`config.mk`:
```
export PLATFORM = sky130hd
export DESIGN_NAME = byte_stream_delimiter_splitter
export DESIGN_NICKNAME = d
export VERILOG_FILES = /design/src/sv/bsds_pkg.sv /design/src/sv/bsds_front.sv /design/src/sv/bsds_queue.sv /design/src/sv/byte_stream_delimiter_splitter.sv
export SDC_FILE = /design/constraint.sdc
export NUM_CORES = 1
export LEC_CHECK = 0
export CAP_MARGIN = 0
export CORE_ASPECT_RATIO = 0.8
export CORE_UTILIZATION = 55
export DETAILED_ROUTE_END_ITERATION = 10
export DONT_BUFFER_PORTS = 1
export PLACE_DENSITY_LB_ADDON = 0.1
export REMOVE_ABC_BUFFERS = 1
export SETUP_SLACK_MARGIN = 0.1
export SYNTH_ARGS = -nofsm -noshare
export SYNTH_HDL_FRONTEND = slang
export SYNTH_SLANG_ARGS = --single-unit
```
`constraint.sdc`:
```
create_clock -name clk -period 6.2 [get_ports clk]
set_clock_uncertainty 0.15 [all_clocks]
set_input_delay 0.93 -clock clk [delete_from_list [all_inputs] [get_ports clk]]
set_output_delay 0.93 -clock clk [all_outputs]
set_load 0.02 [all_outputs]
```
`src/sv/bsds_pkg.sv`:
```
`default_nettype none
package bsds_pkg;

	localparam int MAX_DELIM_BYTES = 8;
	localparam int OFFSET_BITS = 32;
	localparam int LANE_W = (MAX_DELIM_BYTES > 1) ? $clog2(MAX_DELIM_BYTES) : 1;
	localparam int LEN_W = $clog2(MAX_DELIM_BYTES + 1);
	localparam logic [31:0] OFFSET_MAX = 32'((64'd1 << OFFSET_BITS) - 64'd1);
	localparam logic [30:0] PIECES_RESET = 31'h7FFF_FFFF;
	localparam int QUEUE_DEPTH = 4;
	localparam int QPTR_W = $clog2(QUEUE_DEPTH);

	localparam logic [1:0] REG_DELIM_BYTES = 2'd0;
	localparam logic [1:0] REG_DELIM_LENGTH = 2'd1;
	localparam logic [1:0] REG_MAX_PIECES = 2'd2;

	typedef struct packed {
		logic        we;
		logic [1:0]  index;
		logic [63:0] data;
	} cfg_write_t;

	typedef struct packed {
		logic [7:0] data_byte;
		logic       end_of_source;
	} source_t;

	typedef struct packed {
		logic [31:0] piece_offset;
		logic [31:0] piece_length;
		logic        piece_present;
		logic        last_result;
	} result_t;

endpackage
`default_nettype wire

```
`src/sv/bsds_front.sv`:
```
`default_nettype none
module bsds_front (
	input  wire                  clk,
	input  wire                  arst_n,
	input  bsds_pkg::cfg_write_t cfg,
	input  wire                  accept,
	input  bsds_pkg::source_t    source,
	output logic                 res_valid,
	output bsds_pkg::result_t    result
);
	import bsds_pkg::*;

	logic [63:0]      delim_q;
	logic [3:0]       len_reg_q;
	logic [30:0]      max_q;
	logic [30:0]      pieces_left_q;
	logic [31:0]      pos_q;
	logic [31:0]      start_q;
	logic [LEN_W-1:0] bsc_q;
	logic [7:0]       win_q [MAX_DELIM_BYTES];
	logic [7:0]       win_n [MAX_DELIM_BYTES];

	logic [LEN_W-1:0] len_c;
	logic [LEN_W-1:0] bsc_inc;
	logic             hit;
	logic             cut;
	logic             last;
	logic [32:0]      p1;
	logic [32:0]      cut_at;
	logic [31:0]      p1_sat;
	logic [31:0]      cut_len;
	logic [31:0]      tail_len;

	function automatic logic [31:0] span(input logic [32:0] from, input logic [32:0] to);
		logic [32:0] d;
		d = to - from;
		if (to <= from) return 32'd0;
		return (d > {1'b0, OFFSET_MAX}) ? OFFSET_MAX : d[31:0];
	endfunction

	assign len_c = (len_reg_q > 4'(MAX_DELIM_BYTES)) ? LEN_W'(MAX_DELIM_BYTES)
		: LEN_W'(len_reg_q);
	assign bsc_inc = (bsc_q == LEN_W'(MAX_DELIM_BYTES)) ? bsc_q : bsc_q + 1'b1;

	// shift the new byte into the top lane
	always_comb begin
		for (int i = 0; i < MAX_DELIM_BYTES - 1; i++) win_n[i] = win_q[i + 1];
		win_n[MAX_DELIM_BYTES - 1] = source.data_byte;
	end

	// compare the newest len_c lanes against the delimiter
	always_comb begin
		logic [LANE_W-1:0] j;
		hit = 1'b1;
		j = '0;
		for (int k = 0; k < MAX_DELIM_BYTES; k++) begin
			if (k < int'(len_c)) begin
				j = LANE_W'(MAX_DELIM_BYTES - int'(len_c) + k);
				if (win_n[j] != delim_q[k*8 +: 8]) hit = 1'b0;
			end
		end
	end

	assign last = source.end_of_source;
	assign cut = accept && (len_c != '0) && (pieces_left_q != '0) && (bsc_inc >= len_c) && hit;
	assign p1 = {1'b0, pos_q} + 33'd1;
	assign cut_at = (p1 >= 33'(len_c)) ? p1 - 33'(len_c) : 33'd0;
	assign p1_sat = (p1 > {1'b0, OFFSET_MAX}) ? OFFSET_MAX : p1[31:0];
	assign cut_len = span({1'b0, start_q}, cut_at);
	assign tail_len = span({1'b0, start_q}, p1);

	always_comb begin
		res_valid = accept && (cut || last);
		result = '0;
		result.last_result = last;
		if (cut) begin
			result.piece_present = 1'b1;
			result.piece_offset = start_q;
			result.piece_length = cut_len;
		end else if (last && pieces_left_q != '0 && tail_len != '0) begin
			result.piece_present = 1'b1;
			result.piece_offset = start_q;
			result.piece_length = tail_len;
		end
	end

	always_ff @(posedge clk or negedge arst_n) begin
		if (!arst_n) begin
			delim_q <= '0;
			len_reg_q <= 4'd1;
			max_q <= PIECES_RESET;
			pieces_left_q <= PIECES_RESET;
			pos_q <= '0;
			start_q <= '0;
			bsc_q <= '0;
		end else begin
			if (cfg.we) begin
				unique case (cfg.index)
					REG_DELIM_BYTES: delim_q <= cfg.data;
					REG_DELIM_LENGTH: len_reg_q <= cfg.data[3:0];
					REG_MAX_PIECES: max_q <= cfg.data[30:0];
					default: ;
				endcase
			end
			priority if (cfg.we && cfg.index == REG_MAX_PIECES) pieces_left_q <= cfg.data[30:0];
			else if (accept && last) pieces_left_q <= max_q;
			else if (cut) pieces_left_q <= pieces_left_q - 31'd1;
			if (accept) begin
				pos_q <= last ? 32'd0 : p1_sat;
				bsc_q <= (last || cut) ? '0 : bsc_inc;
				if (last) start_q <= '0;
				else if (cut) start_q <= p1_sat;
			end
		end
	end

	always_ff @(posedge clk) begin
		if (accept) begin
			for (int i = 0; i < MAX_DELIM_BYTES; i++) win_q[i] <= win_n[i];
		end
	end

`ifndef SYNTHESIS
	a_end_clears: assert property (@(posedge clk) disable iff (!arst_n)
		accept && last |=> pos_q == '0 && start_q == '0 && bsc_q == '0)
		else $error("stream state not cleared after final byte");
	a_one_piece_per_beat: assert property (@(posedge clk) disable iff (!arst_n)
		accept && !last && !cfg.we |=>
		pieces_left_q == $past(pieces_left_q) || pieces_left_q == $past(pieces_left_q) - 31'd1)
		else $error("piece budget moved by more than one");
`endif
endmodule
`default_nettype wire

```
`src/sv/bsds_queue.sv`:
```
`default_nettype none
module bsds_queue (
	input  wire                clk,
	input  wire                arst_n,
	input  wire                wr,
	input  bsds_pkg::result_t  wr_data,
	output logic               full,
	output logic               empty,
	input  wire                pop,
	output bsds_pkg::result_t  rd_data
);
	import bsds_pkg::*;

	result_t           mem_q [QUEUE_DEPTH];
	logic [QPTR_W-1:0] wptr_q;
	logic [QPTR_W-1:0] rptr_q;
	logic [QPTR_W:0]   count_q;
	logic              rd;

	assign full = (count_q == (QPTR_W + 1)'(QUEUE_DEPTH));
	assign empty = (count_q == '0);
	assign rd = pop && !empty;
	assign rd_data = mem_q[rptr_q];

	always_ff @(posedge clk or negedge arst_n) begin
		if (!arst_n) begin
			wptr_q <= '0;
			rptr_q <= '0;
			count_q <= '0;
		end else begin
			if (wr) wptr_q <= wptr_q + 1'b1;
			if (rd) rptr_q <= rptr_q + 1'b1;
			unique case ({wr, rd})
				2'b10: count_q <= count_q + 1'b1;
				2'b01: count_q <= count_q - 1'b1;
				default: ;
			endcase
		end
	end

	always_ff @(posedge clk) begin
		if (wr) mem_q[wptr_q] <= wr_data;
	end

`ifndef SYNTHESIS
	a_no_overflow: assert property (@(posedge clk) disable iff (!arst_n)
		count_q <= (QPTR_W + 1)'(QUEUE_DEPTH))
		else $error("result queue overflow");
	a_write_shows: assert property (@(posedge clk) disable iff (!arst_n)
		wr && empty |=> !empty)
		else $error("written result not visible");
`endif
endmodule
`default_nettype wire

```
`src/sv/byte_stream_delimiter_splitter.sv`:
```
`default_nettype none
// Latency: a byte accepted at a clock edge shows its result (if any) with empty low
//   from the next cycle on.
// Throughput: one byte per cycle while the queue has room; the front updates window,
//   counters and budget for each byte as it is taken, so bytes stream back to back.
// Reset: arst_n clears the stream state, delimiter 0, length 1, max pieces 0x7FFFFFFF.
module byte_stream_delimiter_splitter (
	input  wire                clk,
	input  wire                arst_n,
	// source side
	input  wire                push,
	output logic               full,
	input  bsds_pkg::source_t  source,
	// result side
	output logic               empty,
	input  wire                pop,
	output bsds_pkg::result_t  result,
	// configuration writes
	input  wire                cfg_valid,
	output logic               cfg_ready,
	input  wire [1:0]          cfg_index,
	input  wire [63:0]         cfg_data
);
	import bsds_pkg::*;

	cfg_write_t cfg;
	logic       accept;
	logic       res_valid;
	result_t    front_result;

	// Configuration is always taken; registers live in the front.
	assign cfg_ready = 1'b1;
	assign cfg.we = cfg_valid;
	assign cfg.index = cfg_index;
	assign cfg.data = cfg_data;

	// Take a beat whenever the queue has room for a possible result.
	assign accept = push && !full;

	// Front: match the delimiter, track offsets and the piece budget.
	bsds_front u_front (
		.clk       (clk),
		.arst_n    (arst_n),
		.cfg       (cfg),
		.accept    (accept),
		.source    (source),
		.res_valid (res_valid),
		.result    (front_result)
	);

	// Back: hold results until the consumer pops them.
	bsds_queue u_queue (
		.clk     (clk),
		.arst_n  (arst_n),
		.wr      (res_valid),
		.wr_data (front_result),
		.full    (full),
		.empty   (empty),
		.pop     (pop),
		.rd_data (result)
	);

endmodule
`default_nettype wire

```
# == Word-level counts from Yosys, hierarchy flattened ==
# Memories as Yosys holds them, arrays and structs flattened.
# Index checks and enable logic that the tools add are counted.
# W data, S select, Z words.
# classes
n_reduce_logical,26
bitwise,8
eq_ne,14
mux,66
order_cmp,24
add_sub_neg,18
# ops
operator,count
$mux W32,10
$bmux W8 S3,8
$mux W65,2
$mux W8,16
$gt A33 B32 Y1 const B,3
$mux W31,3
$le A33 B32 Y1,2
$sub A33 B32 Y33,2
$ne A8 B8 Y1,8
$add A32 B1 Y33 const B,1
$ge A33 B4 Y1,1
$mux W33,1
$sub A33 B4 Y33,1
$ge A4 B4 Y1 const B,8
$not A3 Y4,8
$reduce_bool A32 Y1,1
$reduce_bool A31 Y1,1
$sub A31 B1 Y31 const B,1
$mux W1,22
$lt A3 B4 Y1 const A,4
$add A3 B3 Y3 const B,4
$mux W4,3
$logic_and A1 B1 Y1,11
$lt A1 B4 Y1 const A,2
other kinds (22),33
# word_totals
elab_cells,168
ff_bits,205
memories,2
ram_bits,328
input_bits,80
out_inout_bits,69
# mem_list
memory,words,word_bits,read_ports,rd_clocked_by_memory_dff,wr,line,source
u_queue.mem_q,4,66,1,0,1,bsds_queue.sv:14,result_t mem_q [QUEUE_DEPTH];
u_front.win_q,8,8,7,0,8,bsds_front.sv:20,logic [7:0] win_q [MAX_DELIM_BYTES];

# == Longest topological paths before layout ==
# Gate-level depths: netlist (run 1).
# depth
depth_word,29
depth_mapped,29
ltp_nobuf,25

# == By module ==
# From an unflattened synthesis (run 1), not the netlist that was laid out.
# unflattened
cells_unflattened,2917
hier_area_um2,31954.4
# modules_own_cells
mod,seq_area_each_um2,instances,cells_per_inst,area_each_um2
bsds_front,6715.2,1,2531,21979.8
bsds_queue,8102.8,1,383,9949.5
byte_stream_delimiter_splitter,0.0,1,3,25.0

# == Least setup slack after synthesis (run 1) ==
# OpenSTA, ideal clock, no wires.
# synth_timing
kind,register -> register
start,register u_front.len_reg_q[0]
end,"memory u_queue.mem_q[0][0] in the netlist's numbering, enable pin"
setup_time_ns,0.431
t_required_ns,5.619
path_buffers,6
period_less_slack_ns,6.539
slack_ns,-0.339
t_arrival_ns,5.957
path_stages_with_launch,20
cell_sequence,dfstp_2 nor2b_1 buf_2 inv_2 buf_4 buf_2 buf_2 ha_1 buf_2 xnor2_1 buf_2 mux4_2 xor2_1 nand3_1 a211oi_1 o2111ai_1 nor4_4 nand2_2 a21oi_2 and2_1
# synth_via
elab_chain_cells,29
word_cells_on_any_way,84
cone_classes,8 x add/sub; 10 x order compare; 8 x eq/ne; 43 x mux; 8 x bitwise; 7 x reduce/logical
# synth_lines
item,line,source
from (decl),bsds_front.sv:14,logic [3:0] len_reg_q;
from (signal assigned),bsds_front.sv:100,REG_DELIM_LENGTH: len_reg_q <= cfg.data[3:0];
$gt A4 B4 Y1,bsds_front.sv:41,assign len_c = (len_reg_q > 4'(MAX_DELIM_BYTES)) ? LEN_W'(MAX_DELIM_BYTES)
$mux W4 (*),bsds_front.sv:41,
branches (longest 22 deep; another with $sub A1 B3 Y3),--,
$logic_and A1 B1 Y1 (*),bsds_front.sv:65,assign cut = accept && (len_c != '0) && (pieces_left_q != '0) && (bsc_inc >= len_c) && hit;
$logic_or A1 B1 Y1 (*),bsds_front.sv:73,res_valid = accept && (cut || last);
$logic_and A1 B1 Y1 (*),bsds_front.sv:73,
$mux W1 (*),bsds_queue.sv:42,if (wr) mem_q[wptr_q] <= wr_data;
$mux W1 (not written as such) (*),bsds_queue.sv:42,
to (decl),bsds_queue.sv:14,
# Every way passes the cells marked *. The select of a mux whose other input is x is not followed.

==> out/qor.yml, run 1 <==
timing:
  finalSetupViolCount: 0
  hold_violations: 0
  slew_viol_final: 0
  rsz0062_at_grt: "false"
  fin_crit_ps: 5950
  tightest_slew_ps: 1170
  fmax_mhz: 168
  period_share_pct: 95.9
  slew_headroom_pct: 21.9
setup_path:
  cp.required_ps: 6400
  worstPathCellList: "nand4_1, or4_4, buf_6, o31a_1, nor4_2, and4_1, nand4_1, nor4_2, buf_4, buf_4, clkbuf_16, nor2_1, ha_1, a2111oi_0, o21ai_0, a31o_2, o21ai_0, buf_4, o2111ai_2, a21oi_1, o21ai_2, nand2_4, buf_6, o22ai_2"
  path_max_fanout: 13
  crit_start: "u_front.pos_q[15]"
  worstSetupEndpointType: "flip-flop"
  crit_arrival_ps: 6140
  max_stage_delay_ps: 610
  critPathLaunchType: "flip-flop"
  crit_top_cell: "buf_4"
  critPathKind: "reg -> reg"
  rr_worst_depth: 24
  r2r_slack_ps: 250
  cp_slowest_cell: "or4_4"
  r2r_start: "u_front.pos_q[15]"
  r2r-end: "u_queue.mem_q[1][14]"
  setup.worst_path.end: "u_queue.mem_q[1][14]"
clocking:
  cts_inserted_buffers: 53
  root_buffer: "clkbuf_16"
  clkSlewWorstSetupHoldPaths_ps: 60
  tritoncts: "yes"
  cts.htree.levels: 2
  clk_latency_ps: 630
  cts_sinks: 525
  clk_path_buf_depth: 3
finish:
  synthToLayoutAreaGrowth_pct: 12.9
  fin_util_pct: 63.0
  drive_gt1_share_pct: 21.8
  fin_nets: 3079
floorplanning:
  initial_core_util_pct: 55.8
  num_rows: 78
  io_pins: 149
  die_y_um: 217
  die_w_um: 270
  core_area_mm2: 0.0568
  dieArea_mm2: 0.0586
yosys:
  synth_cells: 2849
  synth.distinct_cells: 92
  ys_warn_count: 0
  ys_async_sr_fraction_pct: 39.0
  ys_ff_latch: 525
  synthFlopType: "edfxtp_1"
  synth_enable_flop_cells: 320
  syn_area_mm2: 0.0317
  ys_seq_area_share_pct: 46.7
  syn-mean-instance-area_um2: 11.1
detailed_routing:
  num_vias: 24100
  firstDrtPassIters: 6
  route.detailed.drc: 0
  final_antenna_net_count: 0
  post_drt_wl_per_cell_um: 24.9
  wl_um: 92600
  viasPerCell: 6.48
  drt_iter0_markers: 2180
place:
  dp_hpwl_um: 65200
  gp_congestion: 0.959
  portBuffers: 0
grt:
  grt_usage_pct: 30.9
  antenna_found_initial: 1
  grt_pass1_wl_um: 140000
  grt_pass1_vias: 23300
  grt_overflow_total: 0
  grt_max_degree: 143
status:
  status: "completed"
power:
  leakagePower_nw: 14.1
  power_density_mw_per_mm2: 538
  power_mw: 19.3
  vdd_drop_max_mv: 0.457
run:
  maxCapViolations: 0
worst_hold_path:
  hold_class: "in -> async"
## flip-flops by register name, summed over array words and instances, names as in the netlist
register               flops
u_front.bsc_q              4
u_queue.wptr_q             2
u_front.len_reg_q          4
u_queue.mem_q            264
u_queue.rptr_q             2
u_front.start_q           32
u_front.delim_q           64
u_queue.count_q            3
u_front.max_q             31
u_front.pos_q             32
u_front.win_q             56
u_front.pieces_left_q     31
## synthesized netlist by cell type, types with 34 or more instances
master	number	area share, %
dfstp_2	63	5.2
xor2_1	76	2.1
nand2_1	219	2.6
nand4_1	43	0.85
dfrtp_1	142	11
inv_1	106	1.3
edfxtp_1	320	30
clkbuf_1	109	1.3
xnor2_1	118	3.3
o22ai_1	59	1.2
mux2_2	87	3.1
mux4_2	107	7.6
nor4_1	34	0.67
ha_1	86	3.4
a21oi_1	206	3.3
nand3_1	50	0.79
o21ai_0	97	1.5
mux2i_1	79	2.5
nor2_1	180	2.1
nor3_1	53	0.84
a21o_1	44	1.0
## how the worst min path moves through the flow
stage	end	slack, ps
after detailed placement	u_front.max_q[8]	300
after global routing	u_front.max_q[11]	20
after floorplan	u_front.max_q[27]	290
after CTS	u_front.max_q[11]	10
after global placement	u_front.max_q[27]	300
final	u_front.max_q[11]	40
## cell type report
type | instances | area (µm²)
tap | 760 | 951
timing repair buffer | 178 | 1580
clock inverter | 29 | 313
multi-input combinational | 2042 | 16200
sequential | 525 | 14800
inverter | 109 | 410
fill | 4497 | 21000
antenna | 2 | 5.00
clock buffer | 71 | 1510
## cells by family after synthesis
family	synth area share (%)
AND/OR/NAND/NOR	12.3
buffers and inverters	3.65
AO/OA/AOI/OAI	13.8
multiplexers	14.2
adder cells (fa/ha/maj)	3.65
flip-flops	46.7
other	0.0118
XOR/XNOR	5.60
## metrics by stage
step                setup TNS, ps  instances  setup slack [ps]  hold WS, ps  cell area [µm²]
finish                          0       3716               253         41.8            35800
detailed placement          -3930       3594              -112          297            33300
CTS                             0       3695              77.7         11.8            35200
global placement                0       3594               125          295            33300
global route                    0       3716              40.0         19.2            35800
floorplan                -2879180       2676             -5710          286            31000
## metal layers
| layer | GRT usage [%] | wire (µm) | part of all wire, % |
|---|---|---|---|
| met3 | 4.12 | 5620 | 6.1 |
| met5 | 0 | 0 | 0 |
| met2 | 49.8 | 44600 | 48 |
| met4 | 11.7 | 3490 | 3.8 |
| met1 | 42.9 | 38900 | 42 |
## worst max-delay path: cells and delay by family (launching register included)
| family | cells | cell delay [ps] |
|---|---|---|
| simple gates | 8 | 1970 |
| compound gates | 9 | 1850 |
| buf+inv | 6 | 1050 |
| flops | 1 | 370 |
| fa+ha+maj | 1 | 260 |
## timing repair
item / 4_1_cts / 5_1_grt
setup endpoints to repair: 128 / 261
resized for setup: 11 / 75
setup buffers: 0 / 13
pin swaps: 0 / 20
cloned: 0 / 6
endpoints found under the hold margin: 142 / 0
hold buffers: 1 / 0
## report_power, final
| group | leakage, nW | total, mW | internal (mW) | switching [mW] |
|---|---|---|---|---|
| registers | 5.44 | 5.00 | 4.43 | 0.567 |
| clock network | 0.901 | 3.32 | 1.93 | 1.40 |
| logic | 7.74 | 10.9 | 4.78 | 6.15 |
| total | 14.1 | 19.3 | 11.1 | 8.12 |
## placed cells by master, fill, tap and decap left out, types with 49 or more instances in the layout
cell type | Yosys | final
inv_1 | 106 | 105
xor2_1 | 76 | 75
buf_4 | 17 | 159
mux2i_1 | 79 | 79
nand2_1 | 219 | 218
mux4_2 | 107 | 107
clkbuf_16 | 0 | 60
dfrtp_1 | 142 | 139
nor2_1 | 180 | 175
edfxtp_1 | 320 | 320
ha_1 | 86 | 85
o21ai_0 | 97 | 92
xnor2_1 | 118 | 117
mux2_2 | 87 | 87
dfstp_2 | 63 | 63
nand3_1 | 50 | 49
a21oi_1 | 206 | 202
Power figures use the tool's default switching activity.
==> inputs of run 2 (changes only) <==
--- a/config.mk
+++ b/config.mk
@@ -6,10 +6,10 @@
 export NUM_CORES = 1
 export LEC_CHECK = 0
-export CAP_MARGIN = 0
+export CAP_MARGIN = 5
 export CORE_ASPECT_RATIO = 0.8
 export CORE_UTILIZATION = 55
 export DETAILED_ROUTE_END_ITERATION = 10
 export DONT_BUFFER_PORTS = 1
-export PLACE_DENSITY_LB_ADDON = 0.1
+export PLACE_DENSITY = 0.73
 export REMOVE_ABC_BUFFERS = 1
 export SETUP_SLACK_MARGIN = 0.1
--- a/constraint.sdc
+++ b/constraint.sdc
@@ -3,3 +3,3 @@
 set_input_delay 0.93 -clock clk [delete_from_list [all_inputs] [get_ports clk]]
 set_output_delay 0.93 -clock clk [all_outputs]
-set_load 0.02 [all_outputs]
+set_load 0.005 [all_outputs]
==> out/qor.yml, run 2 (synthesis results as in run 1) <==
run:
  maxCapViolations: 0
grt:
  grt_pass1_wl_um: 144000
  grt_pass1_vias: 23900
  grt_max_degree: 143
  grt_overflow_total: 0
  grt_usage_pct: 31.6
  antenna_found_initial: 0
timing:
  period_share_pct: 95.0
  fin_ws_ps: 311
  hold_violations: 0
  slew_headroom_pct: 34.5
  hold_ws_ps: 40.9
  finalSetupViolCount: 0
  fmax_mhz: 170
  tightest_slew_ps: 983
  slew_viol_final: 0
  fin_crit_ps: 5890
  rsz0062_at_grt: "true"
clocking:
  clk_path_buf_depth: 3
  cts.htree.levels: 2
  tritoncts: "yes"
  cts_sinks: 525
  cts_inserted_buffers: 53
  clkSlewWorstSetupHoldPaths_ps: 70
  clk_latency_ps: 620
  root_buffer: "clkbuf_16"
power:
  vdd_drop_max_mv: 0.386
  power_density_mw_per_mm2: 518
  leakagePower_nw: 14.1
  power_mw: 18.6
place:
  placed_cells: 3619
  placed_area_mm2: 0.0335
  portBuffers: 0
  gp_congestion: 0.965
  dp_hpwl_um: 66500
  place_ws_ps: -64.8
finish:
  final_cell_mix: "320 x edfxtp_1, 218 x nand2_1, 200 x a21oi_1"
  final_common_cell: "edfxtp_1"
  fin_cells: 3733
  top_regs: "u_queue.mem_q (264), u_front.delim_q (64), u_front.win_q (56)"
  drive_gt1_share_pct: 22.6
  synthToLayoutAreaGrowth_pct: 13.4
  largest_reg_flops: 264
  fin_nets: 3098
  finish.instance_area_mm2: 0.0360
  diodes: 0
  regMostFlops: "u_queue.mem_q"
detailed_routing:
  firstDrtPassIters: 6
  viasPerCell: 6.48
  wl_um: 92900
  post_drt_wl_per_cell_um: 24.9
  route.detailed.drc: 0
  final_antenna_net_count: 0
  num_vias: 24200
  drt_iter0_markers: 2301
setup_path:
  path_max_fanout: 20
  crit_top_cell: "buf_4"
  crit_arrival_ps: 6090
  critPathKind: "reg -> reg"
  max_stage_delay_ps: 560
  critPathLaunchType: "flip-flop"
  cp_slowest_cell: "or4_4"
  worstSetupEndpointType: "flip-flop"
  cp.required_ps: 6400
floorplanning:
  core_area_mm2: 0.0568
  dieArea_mm2: 0.0586
  num_rows: 78
  die_w_um: 270
  io_pins: 149
  initial_core_util_pct: 55.8
  die_y_um: 217
worst_hold_path:
  hold_class: "in -> async"
status:
  status: "completed"
[run 2: stage by stage]
step / utilization (%) / TNS, ps
2_1_floorplan: - / -2879180
3_3_place_gp: 59.1 / 0
3_5_place_dp: 59.1 / -2320
4_1_cts: 62.7 / 0
5_1_grt: 63.3 / -64.7
6_report: 63.3 / 0
[run 2: final timing paths]
kind                                   start                   end  slack, ps  depth (start not counted)
setup / recovery           u_front.pos_q[11]  u_queue.mem_q[3][10]        310                         25
hold / removal                        arst_n     u_front.max_q[11]         40                          0
setup reg to reg           u_front.pos_q[11]  u_queue.mem_q[3][10]        310                         25
hold reg to reg            u_front.max_q[21]     u_front.max_q[21]        310                          2
max in group asynchronous             arst_n   u_front.delim_q[56]       5030                          1
min in group clk                cfg_data[28]     u_front.max_q[28]        240                          2
[run 2: worst max-delay path, delay by kind of cell, from the launching register on]
family	cells	cell delay (ps)
AO/OA/AOI/OAI	12	2360
XOR/XNOR	1	180
adder cells (fa/ha/maj)	1	370
buffers and inverters	6	990
flip-flops	1	360
AND/OR/NAND/NOR	5	1180
[run 2: cell type report]
cell class              instances  area [µm²]
clock buffers                  67        1450
clock inverters                33         357
fillers                      4446       20800
inverters                     109         410
multi-input cells            2042       16200
flip-flops and latches        525       14800
well taps                     760         951
repair buffers                197        1720
[run 2: what timing repair did]
item / in CTS / in global routing
gates cloned: 2 / 0
resized for setup: 35 / 67
buffers inserted: 0 / 11
endpoints found under the hold margin: 142 / 0
hold buffers: 1 / 0
setup endpoints to repair: 193 / 498
pin swaps: 1 / 14
[run 2: power breakdown]
| group | internal (mW) | total [mW] | switching, mW | leakage, nW |
|---|---|---|---|---|
| Clock | 1.89 | 3.33 | 1.44 | 0.878 |
| Sequential | 4.43 | 5.02 | 0.592 | 5.43 |
| Combinational | 4.49 | 10.3 | 5.79 | 7.82 |
[run 2: layer usage]
metal	GRT usage, %	up-vias	wire, µm
met4	12.1	0	3440
li1	-	11000	-
met5	0	-	0
met1	43.3	12000	38900
met2	51.4	990	44600
met3	4.14	181	5900
